==> src/rtl/aad_ram.sv <==
`default_nettype none
module aad_ram #(
  parameter int Width = 8,
  parameter int Depth = 16
) (
  input  wire logic                     clk_i,
  input  wire logic                     we_i,
  input  wire logic [$clog2(Depth)-1:0] waddr_i,
  input  wire logic [Width-1:0]         wdata_i,
  input  wire logic [$clog2(Depth)-1:0] raddr_i,
  output logic      [Width-1:0]         rdata_o
);
  logic [Width-1:0] mem_q [Depth];
  always_ff @(posedge clk_i) begin
    if (we_i) mem_q[waddr_i] <= wdata_i;
    rdata_o <= mem_q[raddr_i];
  end
endmodule
`default_nettype wire

==> config.mk <==
export PLATFORM = sky130hd
export DESIGN_NAME = aad_ram
export DESIGN_NICKNAME = d
export VERILOG_FILES = /design/src/rtl/aad_ram.sv
export SDC_FILE = /design/constraint.sdc
export NUM_CORES = 1
export LEC_CHECK = 0
export BUFFER_PORTS_ARGS = -buffer_cell sky130_fd_sc_hd__clkbuf_2
export CAP_MARGIN = 0
export CORE_ASPECT_RATIO = 0.9
export CORE_MARGIN = 1.5
export CORE_UTILIZATION = 55
export CTS_CLUSTER_SIZE = 12
export DETAILED_ROUTE_END_ITERATION = 7
export GPL_ROUTABILITY_DRIVEN = 0
export HOLD_SLACK_MARGIN = 0.06
export PLACE_DENSITY = 0.78
export SLEW_MARGIN = 20
export SYNTH_ARGS = -nofsm -noshare
export SYNTH_HDL_FRONTEND = slang
export SYNTH_SLANG_ARGS = --single-unit
==> constraint.sdc <==
create_clock -name clk_i -period 2.55 [get_ports clk_i]
set_clock_uncertainty 0.15 [all_clocks]
set_input_delay 0.3825 -clock clk_i [delete_from_list [all_inputs] [get_ports clk_i]]
set_output_delay 0.3825 -clock clk_i [all_outputs]
set_load 0.005 [all_outputs]
After elaboration in Yosys (flattened, before gate mapping). Memory sizes are Yosys's and may differ from the RTL's. A register that Yosys moved wholly into a read port is not among the register bits. Cells that the tools add are included.

Multiplexer cells: 2.

Operators by type and width (number): $mux W1 (2).

RAM bits: 128. Memories kept: 1. Register bits after elaboration: 0. Input port bits: 18.

Memories: mem_q (words 16, width 8, rd ports 1, clocked after Yosys merged registers in 1, wr ports 1, line 13) `logic [Width-1:0] mem_q [Depth];`.

Depth between registers and ports, before layout.
Depth in word-level cells: 2. Depth in mapped cells: 5. Mapped depth without buffers: 3.

Worst setup path after synthesis. Ideal clock, no wire load.

Path kind: input to register. Start: input waddr_i[2]. End: memory mem_q[0][0] (enable). Arrival time: 1492 ps. Slack: 525 ps. Buffers on the path: 0. Library setup time: 383 ps. Stages: 2. Cell sequence: or3b_2 -> nor3_1.

RTL lines: start, declared (line 8) `input wire logic [$clog2(Depth)-1:0] waddr_i,`; end, declared (line 13).

No word-level cell before the write port.

==> impl_metrics.ini <==
[floorplanning]
initial_core_util = 0.567
die-height_um = 94.8
core_area_sq_um = 9080
fp.dieW_um = 105
io_pins = 26
core.rowCount = 33
dieArea_sq_um = 9950

[setup_path]
reg2reg_slack_ns = 0.92
worst-r2r-cell-count = 3
crit_fanout = 1
cp.required_ns = 2.78
crit_path_top_delay_cell = mux4_1
crit_start = mem_q[9][4]$_DFFE_PP_
crit_chain = mux4_1 -> a22oi_1 -> nand2_1
critical_path.top_delay_family = multiplexers
critical_path.max_stage_delay_ns = 0.54
path_depth = 3
cp-end-kind = flop
path_buf_inv = 0
worstSetupEndpoint = rdata_o[4]$_DFF_P_
r2r-end = rdata_o[4]$_DFF_P_
crit_arrival_ns = 1.85
critPathKind = reg2reg
start_kind = flop
r2r-start = mem_q[9][4]$_DFFE_PP_

[synthesis]
yosys.area.top_type = edfxtp_1
ys_seq_elements = 136
ys_types = 19
synth_cells = 229
synth.top_cell.area_share = 0.747
synth.area.mux_share = 0.150
ys_warn_count = 0
synthSimpleGateAreaFrac = 0.0318
synth_nets = 247
synthAdderAreaFrac = 0
synth_compound_area_frac = 0.0233
synthXorXnorAreaFrac = 0
synth-seq-area-share = 0.778
syn_area_sq_um = 5150
syn_area_per_cell_sq_um = 22.5
synth_top_family_by_area = multiplexers
synth_area_leaders = edfxtp_1 75%, mux4_2 7.9%, mux4_1 7.1%

[placement]
port_buffers = 25
place_inst = 384
place_area_sq_um = 5500
pre_cts_slack_ns = 0.480
dpl.hpwl_um = 5800

[grt]
use_met2 = 0.350
antenna_found_initial = 0
grt-ovfl-total = 0
grt_use_met3 = 0.0497
grt_pass1_vias = 2480
grtUsageMet1 = 0.290
grt_use_total = 0.216
busiest_layer = met2
grt_first_pass_wirelength_um = 14800
grt_max_degree = 33

[power]
powerDensity_nw_per_um2 = 859
vdd_drop_max_v = 0.000589
finalPower_mw = 5.25
p_leak_nw = 2.10

[clock_network]
post_cts_buffers = 0
numCtsBuffers = 17
cts_sinks = 136
cts_root_buffer = clkbuf_8
clk_path_buf_depth = 2
cts-resized-gates = 0
cts.clk_slew.worst_paths_ns = 0.06
htreeDepth = 4
cts-hold-fix-buffers = 0
cts_tree = built
insertion_delay_ns = 0.51

[timing]
worst_slew_pin_slew_ns = 0.696
fin_crit_sh = 0.638
finalSetupTns_ns = 0
final_max_slew_viol_count = 0
rsz0062_at_grt = false
fin_crit_ns = 1.63
relSlewSlack = 0.535
fmax_mhz = 615
setup_viol = 0
hold_violations = 0
worst_slack_ns = 0.924

[finish]
fin_cells = 416
final_area_sq_um = 6110
areaGrowthSynthToFinish_pct = 18.8
drive_above_1_share = 0.316
n_antenna_cell = 0
fin_nets = 299

[route]
vias_per_cell = 5.87
dr.pass1.iters = 4
wl_per_cell_um = 22.8
wirelength_um = 9510
drt_iter0_drc = 175
post-route-drc-count = 0
vias = 2440
drtAntennaViolNets = 0

[run_status]
status = finished clean

[min_path]
min_path_type = in2reg

[job]
maxCapViolations = 0
[layer usage]
layer	wire length (um)	part of all wire
met5	0	0
met4	106	0.011
met3	535	0.056
met2	4710	0.50
met1	4150	0.44
[synth_stat cells, drive strengths merged]
cell type,instances
nor2,13
dfxtp,8
nor2b,1
and2,1
buf,7
clkdlybuf4s25,3
nand2b,2
nand3b,2
nor3,4
or3b,1
edfxtp,128
and2b,1
mux4,32
nand2,9
a22oi,16
nand3,1
[worst register-to-register path: cells and delay by family (launching register included)]
kind | cells | cell delay (ns)
mux | 1 | 0.54
flops | 1 | 0.37
compound gates | 1 | 0.30
simple gates | 1 | 0.13
[stage by stage]
step,util,hold slack (ns)
global route,0.673,0.159
finish,0.673,0.151
detailed placement,0.605,0.520
floorplan,-,0.331
CTS,0.673,0.139
global placement,0.605,0.503
[sequential cells by signal, summed over array words and instances (netlist names)]
name	cells
mem_q	128
rdata_o	8
[cells in the final DEF (no fill, tap or decap), drive strengths merged]
| cell type | count |
|---|---|
| nor3 | 4 |
| and2 | 1 |
| buf | 18 |
| or3b | 1 |
| clkbuf | 43 |
| mux4 | 32 |
| bufinv | 4 |
| nand2b | 2 |
| nand2 | 9 |
| dfxtp | 8 |
| nor2b | 1 |
| nand3 | 1 |
| edfxtp | 128 |
| nand3b | 2 |
| inv | 4 |
| and2b | 1 |
| nor2 | 13 |
| clkinv | 3 |
| a22oi | 16 |
| clkinvlp | 3 |
[worst min path at each step]
stage / start / to / slack (ns) / depth (start not counted)
finish: wdata_i[2] / mem_q[7][2]$_DFFE_PP_ / 0.15 / 1
global route: wdata_i[7] / mem_q[11][7]$_DFFE_PP_ / 0.16 / 1
CTS: wdata_i[3] / mem_q[8][3]$_DFFE_PP_ / 0.14 / 1
detailed placement: mem_q[11][2]$_DFFE_PP_ / rdata_o[2]$_DFF_P_ / 0.52 / 3
global placement: mem_q[8][3]$_DFFE_PP_ / rdata_o[3]$_DFF_P_ / 0.50 / 3
floorplan: wdata_i[0] / mem_q[0][0]$_DFFE_PP_ / 0.33 / 0
[final cells by class]
cell class | instances | area, sq um
Clock buffer | 18 | 418
Clock inverter | 14 | 196
Fill cell | 584 | 2970
Multi-Input combinational cell | 83 | 1060
Sequential cell | 136 | 4000
Tap cell | 122 | 153
Timing Repair Buffer | 43 | 285
[cell families after synthesis]
| kind of cell | count (synthesis) |
|---|---|
| flops | 136 |
| simple gates | 35 |
| mux | 32 |
| compound gates | 16 |
| buf+inv | 10 |
[where the power goes]
part           total [mW]  switching [mW]  internal, mW
logic               0.226           0.127        0.0989
clock network        2.51           0.912          1.60
registers            2.52          0.0167          2.50
total                5.25            1.06          4.20
(Power assumes the default switching activity.)
