<file path="src/rtl/aad_pkg.sv">
`default_nettype none
package aad_pkg;
  localparam int MaxTargetWidth = 1024;
  localparam int MaxSourceDim = 32768;
  localparam int SrcW = 17;   // holds MaxSourceDim
  localparam int DstW = 11;   // holds MaxTargetWidth
  localparam int IdxW = 10;   // line store index
  localparam int SumW = 48;
  localparam int AddrW = 4;

  localparam logic [AddrW-1:0] RegSrcW = 4'd0;
  localparam logic [AddrW-1:0] RegSrcH = 4'd4;
  localparam logic [AddrW-1:0] RegDstW = 4'd8;
  localparam logic [AddrW-1:0] RegDstH = 4'd12;

  // divider request passed from the accumulator to the divider
  typedef struct packed {
    logic            sign;
    logic [SumW-1:0] mag;
    logic [31:0]     cnt;
  } div_req_t;
endpackage
`default_nettype wire

</file>
<file path="src/rtl/aad_div.sv">
`default_nettype none
// Radix-2 restoring divider: q = (mag*32 + cnt) / (2*cnt), one quotient bit a cycle.
module aad_div (
  input  wire logic              clk_i,
  input  wire logic              rst_ni,
  input  wire logic              start_i,
  input  wire aad_pkg::div_req_t req_i,
  output logic                   busy_o,
  output logic                   done_o,
  output logic [19:0]            q_o
);
  localparam int NW = aad_pkg::SumW + 6;
  logic [NW-1:0] num_q, num_d;
  logic [NW:0] rem_q, rem_d;
  logic [33:0] den_q;
  logic [5:0] cnt_q;
  logic sign_q;
  logic [NW:0] trial;

  always_comb begin
    trial = {rem_q[NW-1:0], num_q[NW-1]};
    num_d = {num_q[NW-2:0], 1'b0};
    rem_d = trial;
    if (trial >= {{(NW-33){1'b0}}, den_q}) begin
      rem_d = trial - {{(NW-33){1'b0}}, den_q};
      num_d[0] = 1'b1;
    end
  end

  always_ff @(posedge clk_i or negedge rst_ni) begin
    if (!rst_ni) begin
      busy_o <= 1'b0;
      done_o <= 1'b0;
      cnt_q  <= '0;
    end else begin
      done_o <= 1'b0;
      if (start_i) begin
        busy_o <= 1'b1;
        cnt_q  <= 6'(NW);
        num_q  <= {1'b0, req_i.mag, 5'd0} + {{(NW-32){1'b0}}, req_i.cnt};
        rem_q  <= '0;
        den_q  <= {1'b0, req_i.cnt, 1'b0};
        sign_q <= req_i.sign;
      end else if (busy_o) begin
        num_q <= num_d;
        rem_q <= rem_d;
        cnt_q <= cnt_q - 6'd1;
        if (cnt_q == 6'd1) begin
          busy_o <= 1'b0;
          done_o <= 1'b1;
          q_o    <= sign_q ? 20'(-num_d) : num_d[19:0];
        end
      end
    end
  end
endmodule
`default_nettype wire

</file>
<file path="config.mk">
export PLATFORM = sky130hd
export DESIGN_NAME = aad_div
export DESIGN_NICKNAME = d
export VERILOG_FILES = /design/src/rtl/aad_pkg.sv /design/src/rtl/aad_div.sv
export SDC_FILE = /design/constraint.sdc
export NUM_CORES = 1
export LEC_CHECK = 0
export ABC_AREA = 1
export BUFFER_PORTS_ARGS = -buffer_cell sky130_fd_sc_hd__buf_2
export CAP_MARGIN = 20
export CORE_ASPECT_RATIO = 0.7
export CORE_MARGIN = 5
export CORE_UTILIZATION = 60
export CTS_BUF_LIST = sky130_fd_sc_hd__clkbuf_8
export CTS_CLUSTER_DIAMETER = 150
export DETAILED_ROUTE_END_ITERATION = 6
export PLACE_DENSITY_LB_ADDON = 0.25
export SETUP_SLACK_MARGIN = 0.1
export SLEW_MARGIN = 30
export SYNTH_ARGS = -nofsm -noshare
export SYNTH_HDL_FRONTEND = slang
export SYNTH_SLANG_ARGS = --single-unit
export TNS_END_PERCENT = 10
</file>
<file path="constraint.sdc">
create_clock -name clk_i -period 3.9 [get_ports clk_i]
set_input_delay 0.195 -clock clk_i [delete_from_list [all_inputs] [get_ports clk_i]]
set_output_delay 0.195 -clock clk_i [all_outputs]
set_load 0.005 [all_outputs]
</file>
* Yosys cells after proc, flatten, opt, wreduce, memory -nomap -nowiden
Index checks and enable logic that the tools add are counted.
Cells by class: mux-type cells 14, reductions and logical operators 4, order comparisons 1, bitwise gates (word level) 1, add/subtract/negate cells 4, eq/ne operators 1
Operator list (number):
- 2-to-1 mux 55 bit | 2
- 2-to-1 mux 54 bit | 2
- >= comparator 55 x 33 -> 1 bit | 1
- subtractor 55 x 33 -> 55 bit | 1
- adder 53 x 32 -> 54 bit | 1
- 2-to-1 mux 20 bit | 1
- negator 20 bit | 1
- 2-to-1 mux 6 bit | 2
- 2-to-1 mux 1 bit | 7
- == test 6 x 1 -> 1 bit (second input constant) | 1
- subtractor 6 x 1 -> 6 bit (second input constant) | 1
- AND reduction 2 bit | 2
- AND reduction 4 bit | 1
- nonzero test 2 bit | 1
- inverter 1 bit | 1
Storage, ports and cells: output and inout port bits 22, word-level logic and storage cells 33, flip-flop bits (word level) 170, bits of input ports 84

* Depth between registers and ports, before layout
Gate-level depths: netlist of the first run.
word-level depth 4, depth in mapped cells 22, gate-level depth less buffers 21

* Worst setup path after synthesis of the first run
No wires, ideal clock.
path type reg2reg, start reg busy_o, end reg num_q[0] (enable), clock period less this slack 3623 ps, slack 277 ps, library setup time 466 ps, arrival time 3157 ps, required time 3434 ps, buffers on the path 2, stages on the path, launching flop included 5, cell sequence dfrtp_1 > clkbuf_1 > nor2_1 > clkbuf_1 > nor2_1
On the way: cells in the longest elaborated chain, start to end 2
Ends and longest elaborated chain:
- from (decl) | line aad_div.sv:8 | output logic busy_o,
- from (signal assigned) | line aad_div.sv:32 | busy_o <= 1'b0;
- from (signal assigned) | line aad_div.sv:38 | busy_o <= 1'b1;
- from (signal assigned) | line aad_div.sv:49 | busy_o <= 1'b0;
- nonzero test 2 bit (no source line)
- AND reduction 2 bit (no source line)
- to (signal assigned) | line aad_div.sv:40 | num_q <= {1'b0, req_i.mag, 5'd0} + {{(NW-32){1'b0}}, req_i.cnt};
- to (signal assigned) | line aad_div.sv:45 | num_q <= num_d;
- to (decl) | line aad_div.sv:13 | logic [NW-1:0] num_q, num_d;
No other way between the ends. A chain may end at the register's enable or synchronous reset.

* Worst setup path after layout of the first run
start reg rem_q[0], end reg q_o[18] (data pin)
On the way: cells in the longest elaborated chain, start to end 4
Ends and longest elaborated chain:
- from (decl) | line aad_div.sv:14 | logic [NW:0] rem_q, rem_d;
- from (signal assigned) | line aad_div.sv:46 | rem_q <= rem_d;
- >= comparator 55 x 33 -> 1 bit | line aad_div.sv:24 | if (trial >= {{(NW-33){1'b0}}, den_q}) begin
- 2-to-1 mux 1 bit | line aad_div.sv:24
- negator 20 bit | line aad_div.sv:51 | q_o <= sign_q ? 20'(-num_d) : num_d[19:0];
- 2-to-1 mux 20 bit | line aad_div.sv:51
- to (signal assigned) | line aad_div.sv:51
- to (decl) | line aad_div.sv:10 | output logic [19:0] q_o
No other way between the ends.

==> results by group, run 1 <==
Critical path
  – Worst-path cell chain: inv_1 -> ha_1 -> fa_1 -> inv_1 -> nand3_1 -> nand2_1 -> nand2_1 -> nand2_1 -> nand2_1 -> nand3_2 -> nand2_2 -> nand2_4 -> inv_2 -> ha_1 -> nand4_1 -> nor3_1 -> nand2_1 -> o21ai_1 -> o21ai_0 -> a21oi_1 -> xor2_1
  – Arrival time worst endpoint: 3.84 ns
  – Reg2Reg Depth: 21
  – Setup CP Type: flop to flop
  – CP bufs+invs: 3
  – Worst setup EP type: flop
  – Slowest-stage cell, CP: edfxtp_1
  – Reg2Reg Setup Slack: 0.34 ns
  – Most common cell on crit path: nand2_1
  – Crit Reg-Reg Startpoint: rem_q[0]$_SDFFCE_PP0P_
  – CP max stage delay: 0.40 ns
  – Worst r2r dst: q_o[18]$_DFFE_PP_
  – CP Launch Type: flop
  – Worst-path fanout max: 4
  – Critical path data required time: 4.17 ns
  – Largest delay share family, worst path: simple AND/OR/NAND/NOR gates

Detailed routing
  – Antenna Nets Post-Route: 0
  – DR WL/cell: 20.4 µm
  – Vias per cell: 6.04
  – DR iter-0 viols: 1933
  – Met3 Wirelength: 8.05 mm
  – DRC: 3
  – Wl on met1: 20.6 mm
  – Vias after detailed routing: 14.0k
  – Met2 WL post-DR: 17.7 mm
  – 1st-pass router iterations: 7
  – Routed WL: 47.3 mm
  – Top Metal Used: met5

STA
  – Final TNS setup: 0 ns
  – Final period util: 0.914
  – Fmax: 281 MHz
  – RSZ-0062 raised after global routing: false
  – Slew HR: 0.403
  – Max-slew violation count: 0
  – Fin. Hold Viols: 0
  – Slew at the pin closest to its max-slew limit: 0.894 ns
  – Final Skew: 0.0162 ns
  – Min cycle time layout: 3.56 ns
  – Final setup viols: 0

Finish
  – Area delta synth->final: 11.6%
  – Layout Nets: 2168
  – # fillers: 1861
  – Post-route design area: 14900 µm²
  – Antenna diode count: 0
  – Layout cells sized above 1: 0.0925

Die
  – Cell Rows: 45
  – Core area: 21700 µm²
  – Die area: 25300 µm²
  – IO Count: 106
  – Die span in x: 188 µm
  – Die Y: 135 µm
  – Initial Utilization: 0.612

Hold path
  – Min-Delay Startpoint: req_i[2]
  – Min-Delay Endpoint: den_q[3]$_DFFE_PP_
  – Min-Delay Path Depth: 1
  – Hold WC Path Type: input port to flop

Logic synthesis
  – Yosys synthesis warning count: 0
  – Mapped Avg Cell Area: 7.05 µm²
  – Post-synthesis async set-or-reset flop share: 0.0473
  – Top FF cell, synth: edfxtp_1
  – Area leader, netlist: edfxtp_1
  – Synthesis-stage register bit count: 169
  – Post-synthesis net count: 2036
  – Post-synthesis sequential area ratio: 0.378
  – Mapped cell area: 13300 µm²
  – Mapped Cells: 1888
  – EDFF count, synth: 161
  – Yosys cell types: 43
  – Synth top area cells: edfxtp_1 (36%), nand2_1 (16%), inv_1 (7.2%)
  – Top cell type's share of synthesized area: 0.363

Clock tree
  – Post-CTS setup buffers: 0
  – Sink Count: 169
  – Depth of the CTS H-tree: 4
  – Worst skew pair latency: 0.52 ns
  – Clock-pin slew on the worst setup and hold paths: 0.11 ns
  – CTS buffer count: 17
  – Longest Clk Path Bufs: 2
  – Root buf cell: clkbuf_8
  – CTS tree: built

Global route
  – Gr ovfl total: 0
  – First-pass GRT wire length: 71.0 mm
  – Initial antenna violation count: 2
  – Vias in the first global route: 12.4k
  – All-Layer GR Usage: 0.366
  – Largest net degree at the start of global routing: 84

Pwr
  – Net Switching: 2.20 mW
  – Seq pwr share: 0.417
  – Leak: 6.82 nW
  – Comb pwr share: 0.334
  – Sw Ratio: 0.397
  – Peak supply drop: 422 µV
  – P per Cell Area: 372 nW/µm²
  – Clock share of power: 0.249
  – P_int: 3.33 mW

Placed design
  – Placed wire-length estimate: 37.2 mm
  – Gpl congestion: 1.07
  – Placement Cell Area: 14100 µm²
  – IO Port Bufs: 105

Outcome
  – Failing checks: DRC
  – Status: complete, but fails checks

Job
  – Total of max-cap violations: 0
-- power groups by stage --
stage | Combinational (mW) | Sequential [mW] | Clock [mW]
final | 1.85 | 2.30 | 1.38
after global routing | 2.02 | 2.32 | 1.45
after CTS | 1.76 | 2.30 | 1.37
after detailed placement | 1.72 | 2.33 | 0
after global placement | 1.69 | 2.32 | 0
after floorplan | 1.18 | 2.30 | 0
-- cell families after synthesis --
| kind of cell | Yosys count | synth area share |
|---|---|---|
| buf+inv | 297 | 0.0895 |
| compound gates | 277 | 0.113 |
| fa+ha+maj | 64 | 0.0613 |
| simple gates | 1030 | 0.324 |
| xor+xnor | 51 | 0.0336 |
| flops | 169 | 0.378 |
-- layer usage --
metal	vias up	track usage
met5	-	0.0173
met4	6	0.0795
met3	84	0.165
met2	999	0.474
met1	6405	0.555
li1	6489	-
-- worst register-to-register path, cell delays in order (launching register included) --
cell	delay (ns)
edfxtp_1	0.40
inv_1	0.08
ha_1	0.23
fa_1	0.23
inv_1	0.05
nand3_1	0.06
nand2_1	0.11
nand2_1	0.09
nand2_1	0.12
nand2_1	0.11
nand3_2	0.20
nand2_2	0.18
nand2_4	0.06
inv_2	0.05
ha_1	0.17
nand4_1	0.14
nor3_1	0.23
nand2_1	0.12
o21ai_1	0.23
o21ai_0	0.19
a21oi_1	0.18
xor2_1	0.08
-- Yosys cell counts (11+ instances only) --
cell,count
nor3_1,34
xnor2_1,31
a31oi_1,15
edfxtp_1,161
clkbuf_1,27
o21ai_1,11
xor2_1,20
nand3_1,128
nor2_1,201
o21ai_0,106
inv_1,257
o211ai_1,19
or2_2,15
nand4_1,37
nand2_1,581
ha_1,62
a21oi_1,104
-- timing repair --
item                       4_1_cts  5_1_grt
hold endpoints to repair        32        0
setup endpoints to repair        0        2
gates resized for setup          0        1
hold buffers                    32        0
-- worst max-delay path by stage --
| stage | from | end | slack [ns] | depth (start not counted) |
|---|---|---|---|---|
| after floorplan | busy_o$_DFF_PN0_ | num_q[0]$_DFFE_PP_ | 0.28 | 4 |
| after global placement | rem_q[0]$_SDFFCE_PP0P_ | q_o[18]$_DFFE_PP_ | 0.44 | 21 |
| after CTS | rem_q[0]$_SDFFCE_PP0P_ | q_o[18]$_DFFE_PP_ | 0.29 | 21 |
| final | rem_q[0]$_SDFFCE_PP0P_ | q_o[18]$_DFFE_PP_ | 0.34 | 21 |
| after global routing | rem_q[0]$_SDFFCE_PP0P_ | q_o[18]$_DFFE_PP_ | 0.10 | 21 |
| after detailed placement | rem_q[0]$_SDFFCE_PP0P_ | q_o[18]$_DFFE_PP_ | 0.32 | 21 |
-- stage by stage --
stage	utilization	power [mW]	setup slack (ns)	std cells	hold slack [ns]
after CTS	0.684	5.43	0.287	2315	0.00444
final	0.684	5.53	0.336	2315	0.00929
after global placement	0.649	4.01	0.438	2251	0.385
after detailed placement	0.649	4.06	0.324	2251	0.389
after global routing	0.684	5.78	0.102	2315	-0.00103
after floorplan	-	3.48	0.277	1888	-0.101
-- sequential cells by signal (all words and copies together) (netlist names) --
register / cells
busy_o: 1
rem_q: 54
num_q: 54
done_o: 1
den_q: 32
sign_q: 1
cnt_q: 6
q_o: 20
-- placed cells by master (no fill, tap or decap), types with 2 or more instances in the layout --
master         instances
nand2_1              581
inv_1                256
nor2_1               198
edfxtp_1             161
nand3_1              128
o21ai_0              105
buf_2                105
a21oi_1              104
ha_1                  62
nand4_1               37
nor3_1                33
dlygate4sd3_1         32
xnor2_1               31
xor2_1                20
o211ai_1              19
clkbuf_8              17
or2_2                 15
a31oi_1               15
buf_4                 13
o21ai_1               12
nor4_1                 9
o21bai_1               9
dfrtp_1                8
nor2_2                 7
nand3b_1               5
clkinv_8               5
inv_6                  5
o21a_1                 4
or2_1                  4
inv_2                  3
nor3b_1                3
nand2_2                3
inv_8                  3
a22oi_1                2
o22ai_1                2
nor2_4                 2
nand3_2                2
fa_1                   2
-- cell type report --
class / instances / area (µm²) / share of cell area
multi-input cells: 1422 / 7100 / 0.478
well taps: 282 / 353 / 0.0238
clock buffers: 17 / 234 / 0.0157
flip-flops and latches: 169 / 5030 / 0.339
clock inverters: 15 / 198 / 0.0133
inverters: 259 / 972 / 0.0654
repair buffers: 151 / 963 / 0.0649
No activity file was read; power rests on OpenSTA's default activity.
==> run 2: changes to the inputs <==
CORE_ASPECT_RATIO = unset   (was 0.7)
CTS_BUF_LIST = unset   (was sky130_fd_sc_hd__clkbuf_8)
==> run 2 against run 1 <==
Net effect:
- the flow now finishes without violations
- die area is 0.19% lower
- non-clock buffer count fell by 8
- clock power increased by 29%
- largest cell class unchanged
- largest power group unchanged
- highest routed layer unchanged
==> results by group, run 2 (synthesis gave the netlist of run 1 again) <==
Outcome
  – Status: complete, no violations

Clock tree
  – Clock-pin slew on the worst setup and hold paths: 0.08 ns (-0.03 ns)
  – Post-CTS setup buffers: 0 (unchanged)
  – Sink Count: 169 (unchanged)
  – Root buf cell: clkbuf_16
  – Depth of the CTS H-tree: 4 (unchanged)
  – CTS buffer count: 17 (unchanged)
  – Longest Clk Path Bufs: 2 (unchanged)
  – CTS tree: built
  – Worst skew pair latency: 0.44 ns (-0.08 ns)

Pwr
  – P_int: 3.67 mW (+10%)
  – Clock share of power: 0.304 (+0.055)
  – Comb pwr share: 0.304 (-0.030)
  – Seq pwr share: 0.392 (-0.025)
  – Sw Ratio: 0.374 (-0.0229)
  – Net Switching: 2.20 mW (about the same)
  – P per Cell Area: 392 nW/µm² (+5.2%)
  – Leak: 6.87 nW (+0.75%)
  – Peak supply drop: 305 µV (-28%)

Die
  – Die span in x: 159 µm (-15%)
  – Initial Utilization: 0.610 (-0.00253)
  – IO Count: 106 (unchanged)
  – Cell Rows: 54 (+20%)
  – Die Y: 159 µm (+18%)
  – Die area: 25300 µm² (-0.19%)
  – Core area: 21800 µm² (+0.41%)

Critical path
  – CP Launch Type: flop
  – Worst-path cell chain: inv_1 -> ha_1 -> fa_1 -> inv_1 -> nand3_1 -> nand2_1 -> nand2_1 -> nand2_1 -> nand2_1 -> nand3_2 -> nand2_2 -> nand2_4 -> buf_4 -> nand3_1 -> nand3_1 -> nand2_1
  – CP bufs+invs: 3 (unchanged)
  – Most common cell on crit path: nand2_1
  – Critical path data required time: 4.10 ns (-0.07 ns)
  – Worst setup EP type: flop
  – Reg2Reg Depth: 16 (-24%)
  – Worst r2r dst: rem_q[30]$_SDFFCE_PP0P_
  – Crit Reg-Reg Startpoint: rem_q[0]$_SDFFCE_PP0P_
  – Largest delay share family, worst path: simple AND/OR/NAND/NOR gates
  – Slowest-stage cell, CP: buf_4
  – CP max stage delay: 0.69 ns (+0.29 ns)
  – Setup CP Type: flop to flop
  – Reg2Reg Setup Slack: 0.33 ns (about the same)
  – Arrival time worst endpoint: 3.76 ns (-0.08 ns)
  – Worst-path fanout max: 83 (+79)

Placed design
  – IO Port Bufs: 105 (unchanged)
  – Placed wire-length estimate: 34.6 mm (-7.1%)
  – Gpl congestion: 1.06 (-0.38%)

Finish
  – Layout Nets: 2160 (-0.37%)
  – Antenna diode count: 0 (unchanged)
  – Layout cells sized above 1: 0.0933 (+0.000859)
  – Commonest non-fill, non-tap cell in the layout: nand2_1
  – Commonest non-fill, non-tap cells in the layout: nand2_1 (581), inv_1 (256), nor2_1 (198), edfxtp_1 (161), nand3_1 (128)
  – Biggest regs: num_q: 54 flops, rem_q: 54 flops, den_q: 32 flops
  – Area delta synth->final: 12.5%
  – Finished Core Util: 0.686 (+0.00262)
  – # fillers: 1847 (-0.75%)

Global route
  – All-Layer GR Usage: 0.340 (-0.0265)
  – Vias in the first global route: 13.2k (+5.8%)
  – First-pass GRT wire length: 69.0 mm (-2.9%)
  – Gr ovfl total: 0 (unchanged)
  – Initial antenna violation count: 1 (-1)
  – Largest net degree at the start of global routing: 84 (unchanged)

STA
  – Final Skew: 0.0221 ns (+0.00589 ns)
  – Final setup viols: 0 (unchanged)
  – RSZ-0062 raised after global routing: false
  – Fmax: 280 MHz (-0.10%)
  – Final period util: 0.915 (+0.000942)
  – Min cycle time layout: 3.57 ns (+0.00367 ns)
  – Max-slew violation count: 0 (unchanged)
  – Final TNS setup: 0 ns (unchanged)
  – Slew at the pin closest to its max-slew limit: 0.924 ns (+0.0309 ns)
  – Slew HR: 0.384 (-0.0193)
  – Fin. Hold Viols: 0 (unchanged)

Detailed routing
  – Top Metal Used: met5
  – 1st-pass router iterations: 6 (-1)
  – DR WL/cell: 19.0 µm (-7.0%)
  – Routed WL: 43.8 mm (-7.4%)
  – Antenna Nets Post-Route: 0 (unchanged)
  – Vias after detailed routing: 13.5k (-3.5%)
  – DR iter-0 viols: 1368 (-29%)
  – Vias per cell: 5.86 (-3.1%)
  – Met2 WL post-DR: 20.2 mm (+14%)
  – Met3 Wirelength: 3.15 mm (-61%)
  – DRC: 0 (-3)
  – Wl on met1: 17.2 mm (-17%)

Job
  – Total of max-cap violations: 0 (unchanged)

Hold path
  – Min-Delay Endpoint: den_q[29]$_DFFE_PP_
  – Min-Delay Startpoint: req_i[28]
  – Min-Delay Path Depth: 1 (unchanged)
  – Hold WC Path Type: input port to flop
run 2: cell types whose count changed in the layout (fill, tap and decap cells not counted), moves of 2 or more:
cell | before | now
inv_12 | 0 | 4
clkbuf_16 | 0 | 17
inv_6 | 5 | 3
dlygate4sd3_1 | 32 | 25
clkbuf_8 | 17 | 0
inv_8 | 3 | 1
run 2: worst max path at each step:
stage	startpoint	endpoint	slack (ns)	depth (start not counted)
4_1_cts	rem_q[0]$_SDFFCE_PP0P_	q_o[18]$_DFFE_PP_	0.23	21
3_3_place_gp	rem_q[0]$_SDFFCE_PP0P_	q_o[18]$_DFFE_PP_	0.35	21
6_report	rem_q[0]$_SDFFCE_PP0P_	rem_q[30]$_SDFFCE_PP0P_	0.33	16
3_5_place_dp	rem_q[0]$_SDFFCE_PP0P_	q_o[18]$_DFFE_PP_	0.24	21
2_1_floorplan	busy_o$_DFF_PN0_	num_q[0]$_DFFE_PP_	0.28	4
5_1_grt	rem_q[0]$_SDFFCE_PP0P_	q_o[18]$_DFFE_PP_	0.16	21
run 2: metrics by stage:
step	setup WS (ns)	hold WS (ns)	std cells	power [mW]	area (µm²)
3_3_place_gp	0.345	0.382	2248	4.01	14100
4_1_cts	0.227	0.0000131	2305	5.83	15000
5_1_grt	0.160	0.00106	2305	6.16	15000
2_1_floorplan	0.277	-0.101	1888	3.48	13300
6_report	0.332	0.0139	2305	5.87	15000
3_5_place_dp	0.242	0.387	2248	4.05	14100
run 2: routing by layer:
layer,global-route usage,up-vias
li1,-,6478
met5,0,-
met1,0.427,6186
met3,0.0443,153
met4,0.215,2
met2,0.555,677
run 2: worst reg2reg max path: stages, from the launching register on:
cell	delay [ns]
edfxtp_1	0.35
inv_1	0.06
ha_1	0.25
fa_1	0.42
inv_1	0.08
nand3_1	0.06
nand2_1	0.20
nand2_1	0.08
nand2_1	0.17
nand2_1	0.10
nand3_2	0.16
nand2_2	0.11
nand2_4	0.09
buf_4	0.69
nand3_1	0.34
nand3_1	0.14
nand2_1	0.06
run 2: power by group through the flow:
stage	registers [mW]	logic [mW]	clock network, mW
after floorplan	2.30	1.18	0
after global placement	2.32	1.68	0
after detailed placement	2.33	1.71	0
after CTS	2.30	1.74	1.79
after global routing	2.32	1.96	1.88
final	2.30	1.79	1.78
run 2: timing repair:
item                                   4_1_cts  5_1_grt
gates resized for setup                      0        4
endpoints found under the hold margin       25        0
hold buffers                                25        0
setup endpoints to repair                    0        3
run 2: cell type report:
| type | instances | area (µm²) | share of cell area |
|---|---|---|---|
| timing repair buffer | 143 | 873 | 0.0583 |
| tap | 280 | 350 | 0.0234 |
| inverter | 259 | 972 | 0.0649 |
| clock buffer | 17 | 425 | 0.0284 |
| sequential | 169 | 5030 | 0.336 |
| clock inverter | 15 | 209 | 0.0140 |
| multi-input combinational | 1422 | 7110 | 0.475 |
